File: src/sv/shared_buffer_multi_queue_top_assert.svh
// Assertion macros used by the queue store controller.
`ifndef SHARED_BUFFER_MULTI_QUEUE_TOP_ASSERT_SVH
`define SHARED_BUFFER_MULTI_QUEUE_TOP_ASSERT_SVH

// Same-cycle implication, checked out of reset.
`define SBMQ_ASSERT_IMPL(label, clk, rst_n, ante, cons) \
    label: assert property (@(posedge clk) disable iff (!rst_n) (ante) |-> (cons)) \
        else $error("queue store assertion failed");

// Next-cycle implication, checked out of reset.
`define SBMQ_ASSERT_NEXT(label, clk, rst_n, ante, cons) \
    label: assert property (@(posedge clk) disable iff (!rst_n) (ante) |=> (cons)) \
        else $error("queue store assertion failed");

`endif

File: src/sv/sbmq_pkg.sv
`timescale 1ns / 1ps
`default_nettype none

package sbmq_pkg;

    localparam int NUM_QUEUES = 8;
    localparam int NUM_SLOTS  = 64;
    localparam int DATA_W     = 32;
    localparam int QNUM_W     = 3;
    localparam int STATUS_W   = 2;

    // Slot indexes carry one more code than there are slots: the null link.
    localparam int SIDX_W = (NUM_SLOTS > 1) ? $clog2(NUM_SLOTS) : 1;
    localparam int LINK_W = $clog2(NUM_SLOTS + 1);
    localparam int QIDX_W = (NUM_QUEUES > 1) ? $clog2(NUM_QUEUES) : 1;

    typedef logic [LINK_W-1:0] link_t;

    localparam link_t LINK_NULL = link_t'(NUM_SLOTS);

    localparam logic ACT_ENQ = 1'b0;
    localparam logic ACT_DEQ = 1'b1;

    localparam logic [STATUS_W-1:0] STAT_DONE  = 2'd0;
    localparam logic [STATUS_W-1:0] STAT_FULL  = 2'd1;
    localparam logic [STATUS_W-1:0] STAT_EMPTY = 2'd2;

    typedef enum logic {
        CS_IDLE,
        CS_EXEC
    } ctrl_state_t;

    typedef struct packed {
        logic load;
        logic update;
    } dp_cmd_t;

endpackage

`default_nettype wire

File: src/sv/sbmq_req_if.sv
`timescale 1ns / 1ps
`default_nettype none

interface sbmq_req_if;
    import sbmq_pkg::*;

    logic                        valid;
    logic                        ready;
    logic                        action;
    logic [QNUM_W-1:0]           queue_number;
    logic signed [DATA_W-1:0]    value;

    modport source (output valid, output action, output queue_number, output value,
                    input ready);
    modport sink   (input valid, input action, input queue_number, input value,
                    output ready);
endinterface

`default_nettype wire

File: src/sv/sbmq_rsp_if.sv
`timescale 1ns / 1ps
`default_nettype none

interface sbmq_rsp_if;
    import sbmq_pkg::*;

    logic                        valid;
    logic                        ready;
    logic [STATUS_W-1:0]         status;
    logic signed [DATA_W-1:0]    data_out;

    modport source (output valid, output status, output data_out, input ready);
    modport sink   (input valid, input status, input data_out, output ready);
endinterface

`default_nettype wire

File: src/sv/shared_buffer_multi_queue_top.sv
// Eight FIFO queues sharing one store of 64 word slots, with unused slots on a linked free list.
// Request channel (req): action (0 enqueue, 1 dequeue), queue_number and value; a request
// is accepted on a rising edge with valid and ready both high.
// Response channel (rsp): one response per request, in request order, carrying status
// (0 done, 1 store full so the enqueue was rejected, 2 queue empty) and data_out, which holds
// the dequeued word on a successful dequeue and zero otherwise.
// Each request is accepted in the idle state, where the accepting edge reads the link and slot
// stores at the queue head or free-list head into registers; in the execute state a later edge
// updates the lists and loads the response register, which also raises the response valid. No
// new request is accepted until that update is done; the link store's single write port and
// its registered read make this so.
// While a response waits in its register, the block still accepts the next request and reads
// for it; its update then holds until the receiver takes the waiting response, so nothing is
// lost or overwritten.
// Reset is asynchronous and active low. It empties every queue and chains all slots on the
// free list at once through per-slot valid bits on the link store, so requests are accepted
// from the first cycle after reset with no clearing pass.
`timescale 1ns / 1ps
`default_nettype none

module shared_buffer_multi_queue_top (
    input  wire logic  clk,
    input  wire logic  rst_n,
    sbmq_req_if.sink   req,
    sbmq_rsp_if.source rsp
);
    import sbmq_pkg::*;

    dp_cmd_t cmd;
    logic    in_ready;
    logic    out_valid;

    // The controller sequences each request; the datapath owns the stores and lists.
    sbmq_ctrl u_ctrl (
        .clk       (clk),
        .rst_n     (rst_n),
        .in_valid  (req.valid),
        .in_ready  (in_ready),
        .out_valid (out_valid),
        .out_ready (rsp.ready),
        .cmd       (cmd)
    );

    sbmq_dp u_dp (
        .clk          (clk),
        .rst_n        (rst_n),
        .cmd          (cmd),
        .action       (req.action),
        .queue_number (req.queue_number),
        .value        (req.value),
        .status       (rsp.status),
        .data_out     (rsp.data_out)
    );

    assign req.ready = in_ready;
    assign rsp.valid = out_valid;

endmodule

`default_nettype wire

File: src/sv/sbmq_dp.sv
`timescale 1ns / 1ps
`default_nettype none

module sbmq_dp (
    input  wire logic                             clk,
    input  wire logic                             rst_n,
    input  wire sbmq_pkg::dp_cmd_t                cmd,
    input  wire logic                             action,
    input  wire logic [sbmq_pkg::QNUM_W-1:0]      queue_number,
    input  wire logic signed [sbmq_pkg::DATA_W-1:0] value,
    output logic [sbmq_pkg::STATUS_W-1:0]         status,
    output logic signed [sbmq_pkg::DATA_W-1:0]   data_out
);
    import sbmq_pkg::*;

    // Slot store and link store; links carry a valid bit so that reset need not sweep.
    logic [DATA_W-1:0]  data_mem [NUM_SLOTS];
    link_t              link_mem [NUM_SLOTS];
    logic [NUM_SLOTS-1:0] link_valid_reg;

    link_t head_reg [NUM_QUEUES];
    link_t tail_reg [NUM_QUEUES];
    link_t free_head_reg;

    // Request held for the update cycle.
    logic               act_reg;
    logic [QNUM_W-1:0]  q_reg;
    logic [DATA_W-1:0]  val_reg;

    link_t              rd_link_reg;
    logic [DATA_W-1:0]  rd_data_reg;

    logic [STATUS_W-1:0] status_reg;
    logic [DATA_W-1:0]   data_out_reg;

    link_t              rd_addr;
    logic [SIDX_W-1:0]  rd_idx;

    logic               q_ok;
    logic [QIDX_W-1:0]  qi;
    link_t              hd;
    link_t              tl;
    logic               hd_null;
    logic               fh_null;
    logic               enq_ok;
    logic               deq_ok;
    logic               link_we;
    link_t              link_waddr;
    link_t              free_head_next;
    link_t              head_next;
    link_t              tail_next;
    logic [STATUS_W-1:0] status_next;

    // Read address: the queue head for a dequeue, the free-list head for an enqueue.
    always_comb
    begin
        if (action == ACT_DEQ)
        begin
            rd_addr = head_reg[queue_number[QIDX_W-1:0]];
        end
        else
        begin
            rd_addr = free_head_reg;
        end
        rd_idx = rd_addr[SIDX_W-1:0];
    end

    always_ff @(posedge clk)
    begin
        if (cmd.load)
        begin
            act_reg     <= action;
            q_reg       <= queue_number;
            val_reg     <= value;
            rd_data_reg <= data_mem[rd_idx];
            if (link_valid_reg[rd_idx])
            begin
                rd_link_reg <= link_mem[rd_idx];
            end
            else
            begin
                rd_link_reg <= link_t'(rd_idx) + link_t'(1);
            end
        end
    end

    always_comb
    begin
        q_ok    = (int'(q_reg) < NUM_QUEUES);
        qi      = q_reg[QIDX_W-1:0];
        hd      = head_reg[qi];
        tl      = tail_reg[qi];
        hd_null = (hd == LINK_NULL);
        fh_null = (free_head_reg == LINK_NULL);
        enq_ok  = (act_reg == ACT_ENQ) && q_ok && !fh_null;
        deq_ok  = (act_reg == ACT_DEQ) && q_ok && !hd_null;

        free_head_next = free_head_reg;
        head_next      = hd;
        tail_next      = tl;
        link_we        = 1'b0;
        link_waddr     = hd;

        if (enq_ok)
        begin
            free_head_next = rd_link_reg;
            tail_next      = free_head_reg;
            if (hd_null)
            begin
                head_next = free_head_reg;
            end
            else
            begin
                link_we    = 1'b1;
                link_waddr = tl;
            end
        end
        else if (deq_ok)
        begin
            free_head_next = hd;
            link_we        = 1'b1;
            link_waddr     = hd;
            // The tail's own link is never used: a head equal to the tail drains the queue.
            if (hd == tl)
            begin
                head_next = LINK_NULL;
                tail_next = LINK_NULL;
            end
            else
            begin
                head_next = rd_link_reg;
            end
        end

        if (act_reg == ACT_ENQ)
        begin
            status_next = enq_ok ? STAT_DONE : STAT_FULL;
        end
        else
        begin
            status_next = deq_ok ? STAT_DONE : STAT_EMPTY;
        end
    end

    // Memory writes: the appended or released link, and the enqueued word.
    always_ff @(posedge clk)
    begin
        if (cmd.update && link_we)
        begin
            if (enq_ok)
            begin
                link_mem[link_waddr[SIDX_W-1:0]] <= free_head_reg;
            end
            else
            begin
                link_mem[link_waddr[SIDX_W-1:0]] <= free_head_reg;
            end
        end
        if (cmd.update && enq_ok)
        begin
            data_mem[free_head_reg[SIDX_W-1:0]] <= val_reg;
        end
    end

    always_ff @(posedge clk or negedge rst_n)
    begin
        if (!rst_n)
        begin
            link_valid_reg <= '0;
            free_head_reg  <= '0;
            for (int i = 0; i < NUM_QUEUES; i++)
            begin
                head_reg[i] <= LINK_NULL;
                tail_reg[i] <= LINK_NULL;
            end
        end
        else if (cmd.update)
        begin
            free_head_reg <= free_head_next;
            head_reg[qi]  <= head_next;
            tail_reg[qi]  <= tail_next;
            if (link_we)
            begin
                link_valid_reg[link_waddr[SIDX_W-1:0]] <= 1'b1;
            end
        end
    end

    always_ff @(posedge clk)
    begin
        if (cmd.update)
        begin
            status_reg   <= status_next;
            data_out_reg <= deq_ok ? rd_data_reg : '0;
        end
    end

    assign status   = status_reg;
    assign data_out = data_out_reg;

endmodule

`default_nettype wire

File: src/sv/sbmq_ctrl.sv
`timescale 1ns / 1ps
`default_nettype none
`include "shared_buffer_multi_queue_top_assert.svh"

module sbmq_ctrl (
    input  wire logic              clk,
    input  wire logic              rst_n,
    input  wire logic              in_valid,
    output logic                   in_ready,
    output logic                   out_valid,
    input  wire logic              out_ready,
    output sbmq_pkg::dp_cmd_t      cmd
);
    import sbmq_pkg::*;

    ctrl_state_t state_reg;
    ctrl_state_t state_next;
    logic        out_valid_reg;
    logic        out_valid_next;

    always_ff @(posedge clk or negedge rst_n)
    begin
        if (!rst_n)
        begin
            state_reg     <= CS_IDLE;
            out_valid_reg <= 1'b0;
        end
        else
        begin
            state_reg     <= state_next;
            out_valid_reg <= out_valid_next;
        end
    end

    always_comb
    begin
        state_next     = state_reg;
        in_ready       = 1'b0;
        cmd            = '0;
        out_valid_next = out_valid_reg;
        if (out_valid_reg && out_ready)
        begin
            out_valid_next = 1'b0;
        end

        case (state_reg)
            CS_IDLE:
            begin
                in_ready = 1'b1;
                if (in_valid)
                begin
                    cmd.load   = 1'b1;
                    state_next = CS_EXEC;
                end
            end
            CS_EXEC:
            begin
                // Wait until the result register is free or being emptied.
                if (!out_valid_reg || out_ready)
                begin
                    cmd.update     = 1'b1;
                    out_valid_next = 1'b1;
                    state_next     = CS_IDLE;
                end
            end
            default:
            begin
                state_next = CS_IDLE;
            end
        endcase
    end

    assign out_valid = out_valid_reg;

    `SBMQ_ASSERT_IMPL(a_update_slot_free, clk, rst_n, cmd.update, !out_valid_reg || out_ready)
    `SBMQ_ASSERT_NEXT(a_accept_to_exec, clk, rst_n, in_valid && in_ready, state_reg == CS_EXEC)
    `SBMQ_ASSERT_NEXT(a_update_gives_result, clk, rst_n, cmd.update, out_valid_reg)
    `SBMQ_ASSERT_IMPL(a_load_only_idle, clk, rst_n, cmd.load, state_reg == CS_IDLE && !cmd.update)

endmodule

`default_nettype wire
File: src/flat_wrapper.sv
// flat-port wrapper written by rule: the top's interface ports become plain ports
module shared_buffer_multi_queue_top_flat import sbmq_pkg::*;
  (clk, rst_n, req_valid, req_action, req_queue_number, req_value, req_ready, rsp_valid, rsp_status, rsp_data_out, rsp_ready);
  sbmq_req_if req_i ();
  sbmq_rsp_if rsp_i ();
  input  wire logic clk;
  input  wire logic rst_n;
  input wire logic [$bits(req_i.valid)-1:0] req_valid;
  input wire logic [$bits(req_i.action)-1:0] req_action;
  input wire logic [$bits(req_i.queue_number)-1:0] req_queue_number;
  input wire logic [$bits(req_i.value)-1:0] req_value;
  output wire logic [$bits(req_i.ready)-1:0] req_ready;
  output wire logic [$bits(rsp_i.valid)-1:0] rsp_valid;
  output wire logic [$bits(rsp_i.status)-1:0] rsp_status;
  output wire logic [$bits(rsp_i.data_out)-1:0] rsp_data_out;
  input wire logic [$bits(rsp_i.ready)-1:0] rsp_ready;
  assign req_i.valid = req_valid;
  assign req_i.action = req_action;
  assign req_i.queue_number = req_queue_number;
  assign req_i.value = req_value;
  assign req_ready = req_i.ready;
  assign rsp_valid = rsp_i.valid;
  assign rsp_status = rsp_i.status;
  assign rsp_data_out = rsp_i.data_out;
  assign rsp_i.ready = rsp_ready;
  shared_buffer_multi_queue_top u_core (.clk(clk), .rst_n(rst_n), .req(req_i), .rsp(rsp_i));
endmodule
File: config.mk
export PLATFORM = sky130hd
export DESIGN_NAME = shared_buffer_multi_queue_top_flat
export DESIGN_NICKNAME = d
export VERILOG_FILES = /design/src/sv/sbmq_pkg.sv /design/src/sv/sbmq_req_if.sv /design/src/sv/sbmq_rsp_if.sv /design/src/sv/shared_buffer_multi_queue_top.sv /design/src/sv/sbmq_dp.sv /design/src/sv/sbmq_ctrl.sv /design/src/flat_wrapper.sv
export VERILOG_INCLUDE_DIRS = /design/src /design/src/sv
export SDC_FILE = /design/constraint.sdc
export NUM_CORES = 2
export LEC_CHECK = 0
export BUFFER_PORTS_ARGS = -buffer_cell sky130_fd_sc_hd__buf_2
export CAP_MARGIN = 20
export CORE_UTILIZATION = 40
export CTS_BUF_LIST = sky130_fd_sc_hd__clkbuf_8 sky130_fd_sc_hd__clkbuf_16
export DETAILED_ROUTE_END_ITERATION = 8
export PLACE_DENSITY = 0.61
export SYNTH_ARGS = -nofsm -noshare
export SYNTH_HDL_FRONTEND = slang
export SYNTH_SLANG_ARGS = --single-unit
File: constraint.sdc
create_clock -name clk -period 5.8 [get_ports clk]
set_clock_uncertainty 0.1 [all_clocks]
set_input_delay 0.58 -clock clk [delete_from_list [all_inputs] [get_ports clk]]
set_output_delay 0.58 -clock clk [all_outputs]
set_load 0.05 [all_outputs]
==> impl_metrics.py <==
metrics = {
    "clock_network": {
        "htreeDepth": 5,
        "numCtsBuffers": 294,
        "clk_latency_ns": 0.91,
        "post_cts_buffers": 0,
        "clkTransAtPathRegs_ns": 0.06,
        "clock-sinks": 2790,
        "cts_resized": 0,
        "clock_path_buffers": 4,
        "cts_tree": "yes",
        "root_buffer": "clkbuf_16",
        "postCtsHoldBufs": 35,
    },
    "timing": {
        "tns_ns": 0,
        "period_minus_slack_ns": 4.907,
        "finalCritPeriodShare": 0.8461,
        "drv_slew": 0,
        "relSlewSlack": 0.2186,
        "tightest_slew_ns": 1.169,
        "setup_viol": 0,
        "rsz0062_at_grt": "no",
        "fmaxAchievable_mhz": 203.8,
        "hold_viol": 0,
    },
    "drt": {
        "drt_wl_total_um": 335700,
        "final_antenna_net_count": 0,
        "routedWlPerCell_um": 27.33,
        "via_per_inst": 5.888,
        "drt_first_pass_iters": 9,
        "route.detailed.drc": 10,
        "drtIter0Drc": 9130,
        "vias": 72340,
    },
    "global_routing": {
        "use_met2": 0.3587,
        "use_met3": 0.04664,
        "busiest_layer": "met2",
        "grt_pass1_wl_um": 486600,
        "overflow": 0,
        "gr-usage-met1": 0.3326,
        "grt_max_degree": 136,
        "grt_pass1_vias": 69260,
        "track_usage": 0.2318,
        "antenna_found_initial": 20,
    },
    "cells_and_area": {
        "drive_gt1_frac": 0.1411,
        "register_area_sq_mm": 0.08288,
        "stdcell_count": 12290,
        "n_fill_cell": 24110,
        "syn_to_final_growth_pct": 14.91,
        "multi_input_area_sq_mm": 0.02718,
        "largest_reg_flops": 2048,
        "nets": 8358,
    },
    "synth": {
        "syn_area_sq_mm": 0.1127,
        "synth-seq-cells": 2790,
        "yosys.area.top_type": "edfxtp_1",
        "ys.flop_type": "edfxtp_1",
        "syn_nets": 8093,
        "synth_most_common_cell": "edfxtp_1",
        "ys_types": 85,
        "yosysTopAreaCellShare": 0.6944,
        "async_flop_share": 0.06631,
        "yosysWarnings": 0,
        "netlist_instances": 8052,
        "syn_area_per_cell_sq_um": 13.99,
        "synth-edff-count": 2605,
        "ys_seq_area_frac": 0.7356,
        "synth_common_cells": "edfxtp_1, nand2_1, nand3_1, mux2i_1, clkbuf_1",
        "ys_top_cells_by_area": "edfxtp_1, nand2_1, dfrtp_1",
    },
    "critical_path": {
        "worstSetupEndpointType": "flop",
        "critical_path_arrival_ns": 5.26,
        "r2r.worst_path.cells": 9,
        "worstSetupPathType": "flop to flop",
        "cp.required_ns": 6.15,
        "worst-path-max-fanout": 22,
        "startpoint_type": "flop",
    },
    "job": {
        "maxCapViolations": 0,
    },
    "power_and_ir_drop": {
        "p_leak_nw": 44.66,
        "ir_drop_v": 0.0004661,
        "power_density_mw_per_mm2": 479.9,
    },
    "floorplanning": {
        "fp.dieW_um": 532.7,
        "start_util": 0.4029,
        "io_pins": 76,
        "fp-row-count": 194,
        "core_sq_mm": 0.2796,
        "die_y_um": 532.7,
        "dieArea_sq_mm": 0.2838,
    },
    "placed_design": {
        "place_inst": 11710,
        "gp_congestion": 0.8484,
        "placement.io_buffers": 75,
        "dpl.hpwl_um": 189000,
    },
    "run_status": {
        "violations": "DRC",
        "status": "finished, violations left",
    },
    "hold_path": {
        "hold_path_class": "input port to flop",
        "min_path_cells": 1,
    },
}
cell usage in the layout (no fill, tap or decap), types with 13 or more instances in the layout:
| cell | synthesis | final |
|---|---|---|
| inv_1 | 173 | 242 |
| buf_12 | 0 | 54 |
| a311oi_1 | 246 | 246 |
| buf_4 | 29 | 375 |
| mux4_2 | 36 | 36 |
| and2_1 | 37 | 37 |
| mux2_2 | 79 | 79 |
| mux2i_1 | 379 | 379 |
| a21oi_1 | 320 | 317 |
| nor2_4 | 1 | 65 |
| nor3_1 | 42 | 42 |
| o21bai_1 | 16 | 16 |
| clkinv_1 | 0 | 57 |
| clkbuf_16 | 0 | 303 |
| a31oi_1 | 46 | 46 |
| dfstp_2 | 16 | 16 |
| clkinv_2 | 0 | 39 |
| nand2_1 | 1580 | 1578 |
| edfxtp_1 | 2605 | 2605 |
| o22ai_1 | 17 | 17 |
| dfrtp_1 | 169 | 162 |
| diode_2 | 0 | 14 |
| nor4_1 | 66 | 61 |
| o221ai_1 | 138 | 138 |
| nor2_1 | 198 | 134 |
| a221oi_1 | 14 | 14 |
| o21ai_0 | 113 | 113 |
| bufinv_16 | 0 | 20 |
| nand3_1 | 628 | 628 |
| a211oi_1 | 325 | 325 |
| buf_2 | 167 | 83 |
| dlygate4sd3_1 | 0 | 35 |
| or2_2 | 38 | 38 |
| a22oi_1 | 13 | 13 |
report_power, final:
group / internal [W] / switching [W]
combinational: 0.00545 / 0.0133
clock: 0.0105 / 0.00783
sequential: 0.0243 / 0.000707
total: 0.0403 / 0.0218
area by class of cell:
class,count,area share
sequential,2790,0.6403
multi-input combinational,4506,0.2100
clock buffer,311,0.05942
timing repair buffer,549,0.03633
tap,3724,0.03599
clock inverter,216,0.01249
inverter,176,0.005219
antenna,14,0.0002706
path summary, 6_finish.rpt:
path / end / start / slack [ns]
max: u_core.u_dp.link_mem[61][5] / u_core.u_dp.q_reg[2] / 0.89
min: u_core.u_dp.q_reg[2] / req_queue_number[2] / 0.07
max reg2reg: u_core.u_dp.link_mem[61][5] / u_core.u_dp.q_reg[2] / 0.89
min reg2reg: u_core.u_dp.link_valid_reg[26] / u_core.u_dp.link_valid_reg[26] / 0.36
max in group asynchronous: u_core.u_dp.link_valid_reg[40] / rst_n / 3.97
min in group asynchronous: u_core.u_ctrl.out_valid / rst_n / 0.27
routing by layer:
layer | vias up | part of all wire | wire (um)
met4 | 6 | 0.023 | 7834
met2 | 3849 | 0.45 | 152300
met3 | 547 | 0.11 | 35740
li1 | 31120 | - | -
met1 | 36820 | 0.42 | 139800
met5 | - | 0.000098 | 33
cells by family (layout without fill, tap and decap cells):
family	after synthesis	count (layout)	share of synthesized area
multiplexers	499	499	0.04927
flip-flops	2790	2790	0.7356
AND/OR/NAND/NOR	2663	2663	0.1013
adder cells (fa/ha/maj)	1	1	0.0001110
other	0	14	0
XOR/XNOR	9	9	0.0006997
AO/OA/AOI/OAI	1334	1334	0.08449
buffers and inverters	756	1252	0.02851
critical path, cell delays in order, from the launching register on:
cell	delay (ns)
edfxtp_1	0.94
buf_4	0.39
nor2b_1	0.16
a221oi_1	0.10
o22ai_1	0.55
nor4_2	0.17
and2_1	0.30
o22a_1	0.31
or3_1	0.65
nor2_1	0.84
through the flow:
| stage | power, W | setup slack, ns | area, sq um | util | hold slack (ns) |
|---|---|---|---|---|---|
| 2_1_floorplan | 0.03612 | 1.042 | 112700 | - | 0.1844 |
| 4_1_cts | 0.06209 | 0.9312 | 129400 | 0.4626 | 0.02572 |
| 3_5_place_dp | 0.04385 | 0.4460 | 119700 | 0.4281 | 0.3450 |
| 5_1_grt | 0.06438 | 0.6487 | 129400 | 0.4628 | 0.05422 |
| 3_3_place_gp | 0.04355 | 0.05929 | 119600 | 0.4279 | 0.3401 |
| 6_report | 0.06212 | 0.8925 | 129400 | 0.4629 | 0.06750 |
(Power assumes the default switching activity.)
